--- src/rtl/skyline_block_allocator_top_assert.svh ---
// ----------------------------------------------------------------------------
// Assertion macros for the skyline block allocator
// Shared property forms used by the RTL checks of this block.
// ----------------------------------------------------------------------------
`ifndef SKYLINE_BLOCK_ALLOCATOR_TOP_ASSERT_SVH
`define SKYLINE_BLOCK_ALLOCATOR_TOP_ASSERT_SVH

// The expression must never be true outside reset.
`define SBA_ASSERT_NEVER(lbl, expr, msg) \
    lbl: assert property (@(posedge i_clk) disable iff (!i_rst_n) !(expr)) \
        else $error(msg);

// The consequence must hold in the same cycle as the condition.
`define SBA_ASSERT_IMPLY(lbl, cond, cons, msg) \
    lbl: assert property (@(posedge i_clk) disable iff (!i_rst_n) (cond) |-> (cons)) \
        else $error(msg);

// The consequence must hold in the cycle after the condition.
`define SBA_ASSERT_NEXT(lbl, cond, cons, msg) \
    lbl: assert property (@(posedge i_clk) disable iff (!i_rst_n) (cond) |=> (cons)) \
        else $error(msg);

`endif

--- src/rtl/sba_pkg.sv ---
// ----------------------------------------------------------------------------
// Skyline block allocator package
// Default sizes, codes and the control bundle of the column scan.
// ----------------------------------------------------------------------------
package sba_pkg;

    localparam int COLUMNS_DEF     = 128;
    localparam int PAGE_HEIGHT_DEF = 128;

    localparam logic [3:0] LAST_PAGE_RST = 4'd14;

    localparam logic KIND_CLEAR    = 1'b1;
    localparam logic REG_LAST_PAGE = 1'b0;

    typedef struct packed {
        logic clr;
        logic p1_vld;
        logic p2_rd;
        logic p2_vld;
    } t_scan_ctl;

endpackage

--- src/rtl/skyline_block_allocator_top.sv ---
// ----------------------------------------------------------------------------
// Skyline block allocator
// Places blocks on pages by keeping one filled height per column in a
// synchronous memory, with page flush, refusal at the last page and clear.
//
//   Channel   Handshake                      Payload
//   command   start, busy                    i_kind, i_block_width, i_block_height
//   result    o_valid (one-cycle strobe)     o_granted, o_pos_x, o_pos_y, o_page,
//                                            o_flush_height
//   config    psel, penable, pwrite, pready  paddr, pwdata, prdata (last_page)
//
// An allocation reads all columns forward, then all but the last column
// backward, passes the drain and decision states and writes back w columns,
// or all COLUMNS columns when the page is flushed; a refused item writes none.
// A clear item zeroes all columns; an impossible size is refused without a scan.
// After reset the column memory is zeroed with busy high.
// The result strobe lasts one cycle and cannot be held off.
// ----------------------------------------------------------------------------
`include "skyline_block_allocator_top_assert.svh"

module skyline_block_allocator_top #(
    parameter int COLUMNS     = sba_pkg::COLUMNS_DEF,
    parameter int PAGE_HEIGHT = sba_pkg::PAGE_HEIGHT_DEF
) (
    input  logic        i_clk,
    input  logic        i_rst_n,
    input  logic        start,
    output logic        busy,
    input  logic        i_kind,
    input  logic [7:0]  i_block_width,
    input  logic [7:0]  i_block_height,
    output logic        o_valid,
    output logic        o_granted,
    output logic [6:0]  o_pos_x,
    output logic [6:0]  o_pos_y,
    output logic [3:0]  o_page,
    output logic [7:0]  o_flush_height,
    input  logic        psel,
    input  logic        penable,
    input  logic        pwrite,
    input  logic [2:0]  paddr,
    input  logic [31:0] pwdata,
    output logic [31:0] prdata,
    output logic        pready
);
    import sba_pkg::*;

    localparam int AW  = $clog2(COLUMNS);
    localparam int CW  = $clog2(COLUMNS + 1);
    localparam int HW  = $clog2(PAGE_HEIGHT + 1);
    localparam int XW0 = (CW > HW) ? CW : HW;
    localparam int XW  = ((XW0 > 8) ? XW0 : 8) + 1;

    localparam logic [2:0] ST_WR    = 3'd0;
    localparam logic [2:0] ST_IDLE  = 3'd1;
    localparam logic [2:0] ST_P1    = 3'd2;
    localparam logic [2:0] ST_P2    = 3'd3;
    localparam logic [2:0] ST_DRAIN = 3'd4;
    localparam logic [2:0] ST_DEC   = 3'd5;
    localparam logic [2:0] ST_EMIT  = 3'd6;
    localparam logic [2:0] ST_SPARE = 3'd7;

    logic [2:0]    r_state,     n_state;
    logic [CW-1:0] r_addr,      n_addr;
    logic [CW-1:0] r_wend,      n_wend;
    logic [CW-1:0] r_wlim,      n_wlim;
    logic [HW-1:0] r_wval,      n_wval;
    logic          r_emit,      n_emit;
    logic [7:0]    r_w,         n_w;
    logic [7:0]    r_h,         n_h;
    logic          r_dv1,       n_dv1;
    logic          r_dv2,       n_dv2;
    logic [AW-1:0] r_daddr,     n_daddr;
    logic [3:0]    r_page,      n_page;
    logic [3:0]    r_last_page, n_last_page;
    logic          r_valid,     n_valid;
    logic          r_granted,   n_granted;
    logic [6:0]    r_x,         n_x;
    logic [6:0]    r_y,         n_y;
    logic [3:0]    r_opage,     n_opage;
    logic [7:0]    r_flush,     n_flush;

    logic [HW-1:0] r_col_mem [COLUMNS];
    logic [HW-1:0] r_col_rd;

    logic          accept;
    logic          size_ok;
    logic          fit;
    logic [CW-1:0] place_end;
    logic          col_we;
    logic          col_re;
    logic [HW-1:0] col_wdata;
    logic          cfg_wr;
    t_scan_ctl     scan_ctl;
    logic [HW-1:0] s_best;
    logic [AW-1:0] s_bx;
    logic [HW-1:0] s_gmax;

    assign busy   = (r_state != ST_IDLE);
    assign accept = start && !busy;
    assign pready = 1'b1;
    assign cfg_wr = psel && penable && pwrite && pready && (paddr[2] == REG_LAST_PAGE);
    assign prdata = (paddr[2] == REG_LAST_PAGE) ? {28'd0, r_last_page} : 32'd0;

    assign col_we    = (r_state == ST_WR);
    assign col_re    = (r_state == ST_P1) || (r_state == ST_P2);
    assign col_wdata = (r_addr < r_wlim) ? r_wval : '0;

    assign scan_ctl.clr    = accept;
    assign scan_ctl.p1_vld = r_dv1;
    assign scan_ctl.p2_rd  = (r_state == ST_P2);
    assign scan_ctl.p2_vld = r_dv2;

    always_ff @(posedge i_clk) begin
        if (col_we) begin
            r_col_mem[r_addr[AW-1:0]] <= col_wdata;
        end
        if (col_re) begin
            r_col_rd <= r_col_mem[r_addr[AW-1:0]];
        end
    end

    sba_scan #(
        .COLUMNS     (COLUMNS),
        .PAGE_HEIGHT (PAGE_HEIGHT)
    ) u_scan (
        .i_clk      (i_clk),
        .i_ctl      (scan_ctl),
        .i_rd_addr  (r_addr[AW-1:0]),
        .i_dat_addr (r_daddr),
        .i_col      (r_col_rd),
        .i_width    (r_w),
        .o_best     (s_best),
        .o_bx       (s_bx),
        .o_gmax     (s_gmax)
    );

    always_comb begin
        size_ok = (i_block_width != 8'd0)
               && (XW'(i_block_width) <= XW'(COLUMNS - 1))
               && (i_block_height != 8'd0)
               && (XW'(i_block_height) <= XW'(PAGE_HEIGHT));
        fit       = (XW'(s_best) + XW'(r_h)) <= XW'(PAGE_HEIGHT);
        place_end = CW'(XW'(s_bx) + XW'(r_w));

        n_state     = r_state;
        n_addr      = r_addr;
        n_wend      = r_wend;
        n_wlim      = r_wlim;
        n_wval      = r_wval;
        n_emit      = r_emit;
        n_w         = r_w;
        n_h         = r_h;
        n_dv1       = (r_state == ST_P1);
        n_dv2       = (r_state == ST_P2);
        n_daddr     = r_addr[AW-1:0];
        n_page      = r_page;
        n_last_page = cfg_wr ? pwdata[3:0] : r_last_page;
        n_valid     = 1'b0;
        n_granted   = r_granted;
        n_x         = r_x;
        n_y         = r_y;
        n_opage     = r_opage;
        n_flush     = r_flush;

        unique case (r_state)
            ST_IDLE: begin
                if (accept) begin
                    n_w       = i_block_width;
                    n_h       = i_block_height;
                    n_granted = 1'b0;
                    n_x       = 7'd0;
                    n_y       = 7'd0;
                    n_flush   = 8'd0;
                    n_opage   = r_page;
                    n_addr    = '0;
                    if (i_kind == KIND_CLEAR) begin
                        n_page  = 4'd0;
                        n_opage = 4'd0;
                        n_wend  = CW'(COLUMNS);
                        n_wlim  = '0;
                        n_wval  = '0;
                        n_emit  = 1'b1;
                        n_state = ST_WR;
                    end else if (!size_ok) begin
                        n_state = ST_EMIT;
                    end else begin
                        n_state = ST_P1;
                    end
                end
            end
            ST_P1: begin
                if (r_addr == CW'(COLUMNS - 1)) begin
                    n_addr  = CW'(COLUMNS - 2);
                    n_state = ST_P2;
                end else begin
                    n_addr = r_addr + CW'(1);
                end
            end
            ST_P2: begin
                if (r_addr == '0) begin
                    n_state = ST_DRAIN;
                end else begin
                    n_addr = r_addr - CW'(1);
                end
            end
            ST_DRAIN: begin
                n_state = ST_DEC;
            end
            ST_DEC: begin
                if (fit) begin
                    n_granted = 1'b1;
                    n_x       = 7'(s_bx);
                    n_y       = 7'(s_best);
                    n_addr    = CW'(s_bx);
                    n_wend    = place_end;
                    n_wlim    = place_end;
                    n_wval    = HW'(XW'(s_best) + XW'(r_h));
                    n_emit    = 1'b1;
                    n_state   = ST_WR;
                end else if (r_page == r_last_page) begin
                    n_state = ST_EMIT;
                end else begin
                    n_page    = r_page + 4'd1;
                    n_opage   = r_page + 4'd1;
                    n_granted = 1'b1;
                    n_flush   = 8'(s_gmax);
                    n_addr    = '0;
                    n_wend    = CW'(COLUMNS);
                    n_wlim    = CW'(r_w);
                    n_wval    = HW'(r_h);
                    n_emit    = 1'b1;
                    n_state   = ST_WR;
                end
            end
            ST_WR: begin
                n_addr = r_addr + CW'(1);
                if ((r_addr + CW'(1)) == r_wend) begin
                    n_valid = r_emit;
                    n_state = ST_IDLE;
                end
            end
            ST_EMIT: begin
                n_valid = 1'b1;
                n_state = ST_IDLE;
            end
            default: begin
                n_state = ST_IDLE;
            end
        endcase
    end

    always_ff @(posedge i_clk) begin
        if (!i_rst_n) begin
            r_state     <= ST_WR;
            r_addr      <= '0;
            r_wend      <= CW'(COLUMNS);
            r_wlim      <= '0;
            r_wval      <= '0;
            r_emit      <= 1'b0;
            r_dv1       <= 1'b0;
            r_dv2       <= 1'b0;
            r_page      <= 4'd0;
            r_last_page <= LAST_PAGE_RST;
            r_valid     <= 1'b0;
        end else begin
            r_state     <= n_state;
            r_addr      <= n_addr;
            r_wend      <= n_wend;
            r_wlim      <= n_wlim;
            r_wval      <= n_wval;
            r_emit      <= n_emit;
            r_dv1       <= n_dv1;
            r_dv2       <= n_dv2;
            r_page      <= n_page;
            r_last_page <= n_last_page;
            r_valid     <= n_valid;
        end
    end

    always_ff @(posedge i_clk) begin
        r_w       <= n_w;
        r_h       <= n_h;
        r_daddr   <= n_daddr;
        r_granted <= n_granted;
        r_x       <= n_x;
        r_y       <= n_y;
        r_opage   <= n_opage;
        r_flush   <= n_flush;
    end

    assign o_valid        = r_valid;
    assign o_granted      = r_granted;
    assign o_pos_x        = r_x;
    assign o_pos_y        = r_y;
    assign o_page         = r_opage;
    assign o_flush_height = r_flush;

    `SBA_ASSERT_NEXT(a_busy_after_accept, start && !busy, busy, "Accepted item did not raise busy.")
    `SBA_ASSERT_IMPLY(a_result_after_work, o_valid, $past(busy), "Result without prior work.")
    `SBA_ASSERT_IMPLY(a_refusal_at_origin, o_valid && !o_granted, (o_pos_x == 7'd0) && (o_pos_y == 7'd0), "Refused item reports a position.")
    `SBA_ASSERT_IMPLY(a_flush_grants, o_valid && (o_flush_height != 8'd0), o_granted, "Flushed page did not grant the item.")
    `SBA_ASSERT_NEVER(a_mem_rw_exclusive, col_we && col_re, "Column memory read and written in one cycle.")

endmodule

--- src/rtl/sba_scan.sv ---
// ----------------------------------------------------------------------------
// Skyline block allocator column scan
// Finds the leftmost lowest window maximum with a two-pass block method: the
// forward pass stores in-block prefix maxima in a scratch memory, the
// backward pass forms suffix maxima and combines them with stored prefixes.
// ----------------------------------------------------------------------------
module sba_scan #(
    parameter int COLUMNS     = sba_pkg::COLUMNS_DEF,
    parameter int PAGE_HEIGHT = sba_pkg::PAGE_HEIGHT_DEF
) (
    input  logic                               i_clk,
    input  sba_pkg::t_scan_ctl                 i_ctl,
    input  logic [$clog2(COLUMNS)-1:0]         i_rd_addr,
    input  logic [$clog2(COLUMNS)-1:0]         i_dat_addr,
    input  logic [$clog2(PAGE_HEIGHT+1)-1:0]   i_col,
    input  logic [7:0]                         i_width,
    output logic [$clog2(PAGE_HEIGHT+1)-1:0]   o_best,
    output logic [$clog2(COLUMNS)-1:0]         o_bx,
    output logic [$clog2(PAGE_HEIGHT+1)-1:0]   o_gmax
);
    import sba_pkg::*;

    localparam int AW  = $clog2(COLUMNS);
    localparam int HW  = $clog2(PAGE_HEIGHT + 1);
    localparam int N   = COLUMNS - 1;
    localparam int SW0 = (AW > 8) ? AW : 8;
    localparam int SW  = SW0 + 2;

    logic [HW-1:0] r_g_mem [N];
    logic [HW-1:0] r_g_rd;
    logic [HW-1:0] r_gmax;
    logic [HW-1:0] r_run;
    logic [7:0]    r_off;
    logic [7:0]    r_endoff;
    logic [HW-1:0] r_hs;
    logic [HW-1:0] r_best;
    logic [AW-1:0] r_bx;

    logic [7:0]    w_m1;
    logic [7:0]    off1;
    logic [HW-1:0] g;
    logic          g_we;
    logic [SW-1:0] g_rsum;
    logic [AW-1:0] g_raddr;
    logic          first;
    logic [7:0]    off2;
    logic [HW-1:0] hs;
    logic          win_ok;
    logic [HW-1:0] top;
    logic          take;

    always_comb begin
        w_m1 = i_width - 8'd1;
        if (i_dat_addr == '0) begin
            off1 = 8'd0;
        end else if (r_off == w_m1) begin
            off1 = 8'd0;
        end else begin
            off1 = r_off + 8'd1;
        end
        g    = ((off1 == 8'd0) || (i_col > r_run)) ? i_col : r_run;
        g_we = i_ctl.p1_vld && (SW'(i_dat_addr) < SW'(N));

        g_rsum  = SW'(i_rd_addr) + SW'(i_width) - SW'(1);
        g_raddr = (g_rsum < SW'(N)) ? AW'(g_rsum) : '0;

        first = (i_dat_addr == AW'(N - 1));
        if (first) begin
            off2 = r_endoff;
        end else if (r_off == 8'd0) begin
            off2 = w_m1;
        end else begin
            off2 = r_off - 8'd1;
        end
        hs     = (first || (off2 == w_m1) || (i_col > r_hs)) ? i_col : r_hs;
        win_ok = (SW'(i_dat_addr) + SW'(i_width)) <= SW'(N);
        top    = (hs > r_g_rd) ? hs : r_g_rd;
        take   = i_ctl.p2_vld && win_ok && (top <= r_best) && (top != HW'(PAGE_HEIGHT));
    end

    always_ff @(posedge i_clk) begin
        if (g_we) begin
            r_g_mem[i_dat_addr] <= g;
        end
        if (i_ctl.p2_rd) begin
            r_g_rd <= r_g_mem[g_raddr];
        end
    end

    always_ff @(posedge i_clk) begin
        if (i_ctl.clr) begin
            r_gmax <= '0;
            r_best <= HW'(PAGE_HEIGHT);
            r_bx   <= '0;
        end else begin
            if (i_ctl.p1_vld) begin
                r_gmax <= (i_col > r_gmax) ? i_col : r_gmax;
                r_run  <= g;
                r_off  <= off1;
                if (first) begin
                    r_endoff <= off1;
                end
            end
            if (i_ctl.p2_vld) begin
                r_off <= off2;
                r_hs  <= hs;
                if (take) begin
                    r_best <= top;
                    r_bx   <= i_dat_addr;
                end
            end
        end
    end

    assign o_best = r_best;
    assign o_bx   = r_bx;
    assign o_gmax = r_gmax;

endmodule

--- config.mk ---
export PLATFORM = sky130hd
export DESIGN_NAME = skyline_block_allocator_top
export DESIGN_NICKNAME = d
export VERILOG_FILES = /design/src/rtl/sba_pkg.sv /design/src/rtl/skyline_block_allocator_top.sv /design/src/rtl/sba_scan.sv
export VERILOG_INCLUDE_DIRS = /design/src /design/src/rtl
export SDC_FILE = /design/constraint.sdc
export NUM_CORES = 2
export LEC_CHECK = 0
export BUFFER_PORTS_ARGS = -buffer_cell sky130_fd_sc_hd__buf_2
export CORE_MARGIN = 3
export CORE_UTILIZATION = 39
export DETAILED_ROUTE_END_ITERATION = 12
export PLACE_DENSITY_LB_ADDON = 0.2
export SYNTH_ARGS = -nofsm -noshare
export SYNTH_HDL_FRONTEND = slang
export SYNTH_HIERARCHICAL = 1
export SYNTH_SLANG_ARGS = --single-unit
--- constraint.sdc ---
create_clock -name i_clk -period 13.8 [get_ports i_clk]
set_input_delay 2.07 -clock i_clk [delete_from_list [all_inputs] [get_ports i_clk]]
set_output_delay 2.07 -clock i_clk [all_outputs]
set_load 0.03 [all_outputs]
Word-level counts from Yosys, hierarchy flattened
Memories as Yosys holds them, arrays and structs flattened. A register that Yosys moved wholly into a read port is not among the register bits.
Cells that the tools add are included.
{"block": "word_totals", "wordCells": 182, "memories": 2, "ramBits": 2040, "ff_bits": 152}
{"memory": "r_col_mem", "words": 128, "width": 8, "rd": 1, "rd_clocked_by_memory_dff": 1, "wr": 1, "line_no": "skyline_block_allocator_top.sv:83", "text": "logic [HW-1:0] r_col_mem [COLUMNS];"}
{"memory": "u_scan.r_g_mem", "words": 127, "width": 8, "rd": 1, "rd_clocked_by_memory_dff": 1, "wr": 1, "line_no": "sba_scan.sv:29", "text": "logic [HW-1:0] r_g_mem [N];"}
{"block": "op_classes", "add_sub_neg": 11, "order_cmp": 12, "bitwise": 2, "reduce_logical": 39, "eq_ne": 24, "n_mux": 66}
{"cell": "$mux 8", "count": 27}
{"cell": "$pmux 8 s2", "count": 4}
{"cell": "$pmux 8 s5", "count": 1}
{"cell": "$gt 8x8->1", "count": 4}
{"cell": "$mux 7", "count": 4}
{"cell": "$pmux 7 s2", "count": 2}
{"cell": "$eq 8x8->1", "count": 3}
{"cell": "$logic_not 8->1", "count": 3}
{"cell": "$mux 3", "count": 8}
{"cell": "$sub 8x1->8 const B", "count": 3}
{"cell": "$mux 4", "count": 5}
{"cell": "$add 7x8->9", "count": 2}
{"cell": "$pmux 3 s6", "count": 1}
{"cell": "$add 8x1->8 const B", "count": 2}
{"cell": "$reduce_and 4->1", "count": 4}
{"cell": "$reduce_bool 8->1", "count": 2}
{"cell": "$ne 2x2->1 const B", "count": 6}
{"cell": "$reduce_and 2->1", "count": 6}
{"cell": "$logic_and 1x1->1", "count": 11}
{"cell": "$le 10x7->1 const B", "count": 1}
{"cell": "$lt 10x7->1 const B", "count": 1}
{"cell": "$mux 1", "count": 10}
{"cell": "$sub 10x1->10 const B", "count": 1}
{"cell": "$add 8x8->9", "count": 1}
{"cell": "other kinds (28)", "count": 42}

Logic depth before layout (Yosys ltp)
{"block": "depth", "word_depth": 13, "ltp_mapped": 34}

Cells and area by module
The synthesis kept the hierarchy.
{"mod": "sba_scan", "area_each_um2": 46911.2, "instances": 1, "cells_per_inst": 3325}
{"mod": "skyline_block_allocator_top", "area_each_um2": 43793.3, "instances": 1, "cells_per_inst": 2665}

Worst setup path after synthesis
Ideal clock, no wire load.
{"block": "synth_timing", "kind": "register to register", "from": "register r_addr[0]", "to": "memory r_col_mem[0][0] (netlist name), data pin", "t_arrival_ps": 6657, "setup_time_ps": 1240, "required_ps": 12560, "stages_incl_launch_ff": 10, "path_slack_ps": 5903, "cell_sequence": "dfxtp_1 -> buf_4 -> buf_2 -> nand2b_1 -> a21o_1 -> a21o_1 -> a21o_1 -> a21oi_1 -> o21ai_1 -> a21boi_0"}
{"block": "synth_via", "elab_chain_cells": 2}
{"element": "from (decl)", "line_no": "skyline_block_allocator_top.sv:64", "text": "logic [CW-1:0] r_addr, n_addr;"}
{"element": "from (signal assigned)", "line_no": "skyline_block_allocator_top.sv:268", "text": "r_addr <= n_addr;"}
{"element": "$lt 8x8->1", "line_no": "skyline_block_allocator_top.sv:107", "text": "assign col_wdata = (r_addr < r_wlim) ? r_wval : '0;"}
{"element": "$mux 8", "line_no": "skyline_block_allocator_top.sv:107"}
{"element": "via col_wdata[0]", "line_no": "skyline_block_allocator_top.sv:92", "text": "logic [HW-1:0] col_wdata;"}
{"element": "to (decl)", "line_no": "skyline_block_allocator_top.sv:83"}
The timed path passes the listed nets, and every way through them passes these cells.

Worst setup path in the final report
{"block": "layout_timing", "from": "register r_daddr[4]", "to": "register u_scan.r_best[0], in the netlist u_scan/o_best[0]"}
{"block": "layout_via", "elab_chain_cells": 12, "word_cells_on_any_way": 16, "classes_between": "add/sub (1); order compare (3); eq/ne (3); mux (3); reduce/logical (6)"}
{"element": "from (decl)", "line_no": "skyline_block_allocator_top.sv:73", "text": "logic [AW-1:0] r_daddr, n_daddr;"}
{"element": "from (signal assigned)", "line_no": "skyline_block_allocator_top.sv:284", "text": "r_daddr <= n_daddr;"}
{"element": "$eq 7x7->1 *", "line_no": "sba_scan.sv:67", "text": "first = (i_dat_addr == AW'(N - 1));"}
{"element": "$mux 8", "line_no": "sba_scan.sv:68", "text": "if (first) begin"}
{"element": "$eq 8x8->1", "line_no": "sba_scan.sv:75", "text": "hs = (first || (off2 == w_m1) || (i_col > r_hs)) ? i_col : r_hs;"}
{"element": "$logic_or 1x1->1 * (2 in series)", "line_no": "sba_scan.sv:75"}
{"element": "$mux 8 *", "line_no": "sba_scan.sv:75"}
{"element": "via u_scan.hs[3]", "line_no": "sba_scan.sv:47", "text": "logic [HW-1:0] hs;"}
{"element": "$gt 8x8->1 *", "line_no": "sba_scan.sv:77", "text": "top = (hs > r_g_rd) ? hs : r_g_rd;"}
{"element": "$mux 8 *", "line_no": "sba_scan.sv:77"}
{"element": "via u_scan.top[1]", "line_no": "sba_scan.sv:49", "text": "logic [HW-1:0] top;"}
{"element": "$le 8x8->1", "line_no": "sba_scan.sv:78", "text": "take = i_ctl.p2_vld && win_ok && (top <= r_best) && (top != HW'(PAGE_HEIGHT));"}
{"element": "$logic_and 1x1->1", "line_no": "sba_scan.sv:78"}
{"element": "$logic_and 1x1->1 *", "line_no": "sba_scan.sv:78"}
{"element": "$reduce_and 2->1 (no source line) *"}
{"element": "to (signal assigned)", "line_no": "sba_scan.sv:93", "text": "r_best <= HW'(PAGE_HEIGHT);"}
{"element": "to (signal assigned)", "line_no": "sba_scan.sv:108", "text": "r_best <= top;"}
{"element": "to (decl)", "line_no": "sba_scan.sv:36", "text": "logic [HW-1:0] r_best;"}
Mark *: on every way through the listed nets, which the timed path passes. The rest lies on a longest branch.
A chain may end at the register's enable or synchronous reset.

==> impl_metrics.tcl <==
set metrics [dict create \
    dp_cells 8830 \
    cts_resized 0 \
    finalSetupTns_ns 0 \
    route.vias.total 56653 \
    setup.worst_path.start_class "register" \
    reg2reg_from "r_daddr[4]" \
    overflow 0 \
    syn-cell-area_um2 90700 \
    rr_worst_depth 27 \
    path_common_cell "o21ai_0" \
    dp_hpwl_mm 171.0 \
    grt_pass1_vias 54675 \
    antenna_found_initial 8 \
    tightest_slew_ns 1.466 \
    status "finished, violations left" \
    viasPerCell 6.128 \
    post_cts_buffers 0 \
    netlist_top_cells_count "edfxtp_1, nor2_1, a22oi_1" \
    ys_seq_area_frac 0.7225 \
    synth_top_area_frac 0.7055 \
    fin_cells 9245 \
    ir_worst_vdd_uv 114.5 \
    clock_latency_ns 0.90 \
    io_pins 120 \
    clkTransAtPathRegs_ns 0.06 \
    route.detailed.wl_per_inst_um 30.65 \
    final_hold_viol_count 0 \
    wl_mm 283.4 \
    whs_ns 0.4666 \
    worstHoldStart "r_wval[7]" \
    r2r_setup_slack_ns 4.78 \
    critPathBufInv 1 \
    critPathMaxFanout 27 \
    grt_usage 0.2320 \
    worstPathArrival_ns 9.79 \
    yosysWarnings 6 \
    root_buffer "clkbuf_16" \
    min-delay-path-class "reg2reg" \
    numCtsBuffers 221 \
    hold_depth 2 \
    die_w_um 488.3 \
    grt_pass1_wl_mm 404.1 \
    critical-path-max-stage-delay_ns 0.92 \
    asyncSetResetFlopFracSynth 0 \
    fin_crit_sh 0.6539 \
    worstSetupPathType "reg2reg" \
    reg2reg_to "u_scan/o_best[0]" \
    synthFlopType "edfxtp_1" \
    cts_buffer_depth 3 \
    power.density_nw_per_um2 137.4 \
    critPathCaptureType "register" \
    max_cap_violations 1 \
    power.total_mw 13.96 \
    area_growth_pct 12.06 \
    synth_area_leaders "edfxtp_1, a22oi_1, mux2i_1" \
    p_leak_nw 32.02 \
    cts_tree "built" \
    first_pass_iters 8 \
    fp-row-count 176 \
    drc 0 \
    path_delay_family "compound AO/OA/AOI/OAI gates" \
    syn_inst 5990 \
    syn_avg_cell_area_um2 15.14 \
    cp.required_ns 14.56 \
    maxSlewHeadroom 0.01028 \
    period_needed_ns 9.024 \
    fp.dieH_um 488.3 \
    yosysMostFrequentCell "edfxtp_1" \
    ant_nets 0 \
    hold-path-endpoint "r_wval[7]" \
    synth_edf_count 2131 \
    ys_ff_latch 2208 \
    max_freq_mhz 110.8 \
    drt_iter0_drc 7038 \
    num-fill-cells 20401 \
    failed_checks "max-capacitance violations" \
    ctsHoldBuffers 0 \
    setup_violations 0 \
    crit_slowest_cell "nor2_1" \
    drive_gt1_frac 0.1226 \
    yosys.cell_types.count 107 \
    finClkSkew_ns 0.08529 \
    fin_nets 6180 \
    htreeDepth 4 \
    dieArea_um2 238400 \
    start_util 0.3934 \
    final_max_slew_viol_count 0 \
    grt_max_degree 101 \
    core_um2 230600 \
    synth_area_leader_cell "edfxtp_1" \
    rsz0062_at_grt "no" \
    fin_ws_ns 4.776 \
    post-place-ws_ns 5.098 \
    gp_congestion 0.8799 \
    io_buffers 60 \
    clock-sinks 2208 \
]
==> power by group <==
| group | switching [mW] | internal (mW) | leakage (nW) |
|---|---|---|---|
| clock | 2.61 | 3.26 | 3.42 |
| sequential | 0.00806 | 7.29 | 19.2 |
| combinational | 0.572 | 0.223 | 9.36 |
| total | 3.19 | 10.8 | 32.0 |
==> layout make-up <==
class	count	area [µm²]	area share
Clock inverter	139	1350	0.01328
Clock buffer	270	5714	0.05622
Timing Repair Buffer	215	1501	0.01477
Sequential cell	2208	65540	0.6448
Tap cell	3026	3786	0.03725
Inverter	118	442.9	0.004358
Antenna cell	6	15.01	0.0001477
Multi-Input combinational cell	3263	23290	0.2291
==> tightest hold or removal path: cells and delay by family, from the launching register on <==
kind | cells | cell delay, ns
muxes | 1 | 0.06
and+or+nand+nor | 1 | 0.05
DFF | 1 | 0.31
==> metal layers <==
metal  global-route usage  routed length [µm]  up-vias
met1               0.3370              122400    29279
li1                     -                   -    24068
met3              0.04569               25490      450
met4              0.05869                6721        4
met2               0.3575              128800     2852
met5                    0                  21        -
==> layout by cell type, fill, tap and decap left out, drive strengths merged, types with 32 or more instances in the layout <==
| master | instances |
|---|---|
| nor3 | 62 |
| a22o | 85 |
| ha | 91 |
| nand4 | 122 |
| o21ai | 135 |
| and3 | 58 |
| nand2 | 303 |
| nor2b | 43 |
| nor2 | 442 |
| nand3 | 93 |
| buf | 215 |
| o211ai | 44 |
| o22ai | 33 |
| a221oi | 93 |
| clkbuf | 270 |
| a211oi | 54 |
| a21oi | 161 |
| a22oi | 354 |
| o31ai | 32 |
| nor4 | 36 |
| inv | 118 |
| clkinv | 118 |
| mux2i | 212 |
| mux2 | 105 |
| mux4 | 37 |
| a31oi | 98 |
| edfxtp | 2131 |
| o221ai | 60 |
| dfxtp | 77 |
==> sequential cells by signal, indices dropped and copies added (netlist names), 8 cells and up <==
name and cells:
o_flush_height 8, r_addr 8, r_col_mem 1024, r_col_rd 8
r_h 8, r_w 8, r_wend 8, r_wlim 8
r_wval 8, u_scan/o_best 8, u_scan/o_gmax 8, u_scan/r_endoff 8
u_scan/r_g_mem 1016, u_scan/r_g_rd 8, u_scan/r_hs 8, u_scan/r_off 8
u_scan/r_run 8
==> worst max path at each step <==
| stage | from | end | slack (ns) | cells after the start |
|---|---|---|---|---|
| finish | r_daddr[4] | u_scan/o_best[0] | 4.78 | 27 |
| detailed placement | r_daddr[4] | u_scan/o_best[0] | 5.10 | 27 |
| global placement | r_daddr[4] | u_scan/o_best[0] | 4.98 | 28 |
| floorplan | r_addr[0] | r_col_mem[0][0] | 5.90 | 9 |
| CTS | r_daddr[4] | u_scan/o_best[0] | 5.05 | 27 |
| global route | r_daddr[4] | u_scan/o_best[0] | 4.25 | 28 |
==> through the flow <==
step	cell area (µm²)	utilization
global placement	94570	0.4102
floorplan	90810	-
detailed placement	94570	0.4102
global route	101600	0.4408
CTS	101600	0.4408
finish	101600	0.4409
==> cell families (layout without fill, tap and decap cells) <==
group                    after synthesis  after routing  share of synthesized area
XOR/XNOR                              55             55                   0.005476
multiplexers                         354            354                    0.04576
buffers and inverters                546            742                    0.02595
flip-flops                          2208           2208                     0.7225
other                                  2             35                 0.00008280
AO/OA/AOI/OAI                       1458           1458                     0.1200
AND/OR/NAND/NOR                     1272           1272                    0.06685
adder cells (fa/ha/maj)               95             95                    0.01344
Note: power is estimated with default switching activity, not from simulation.
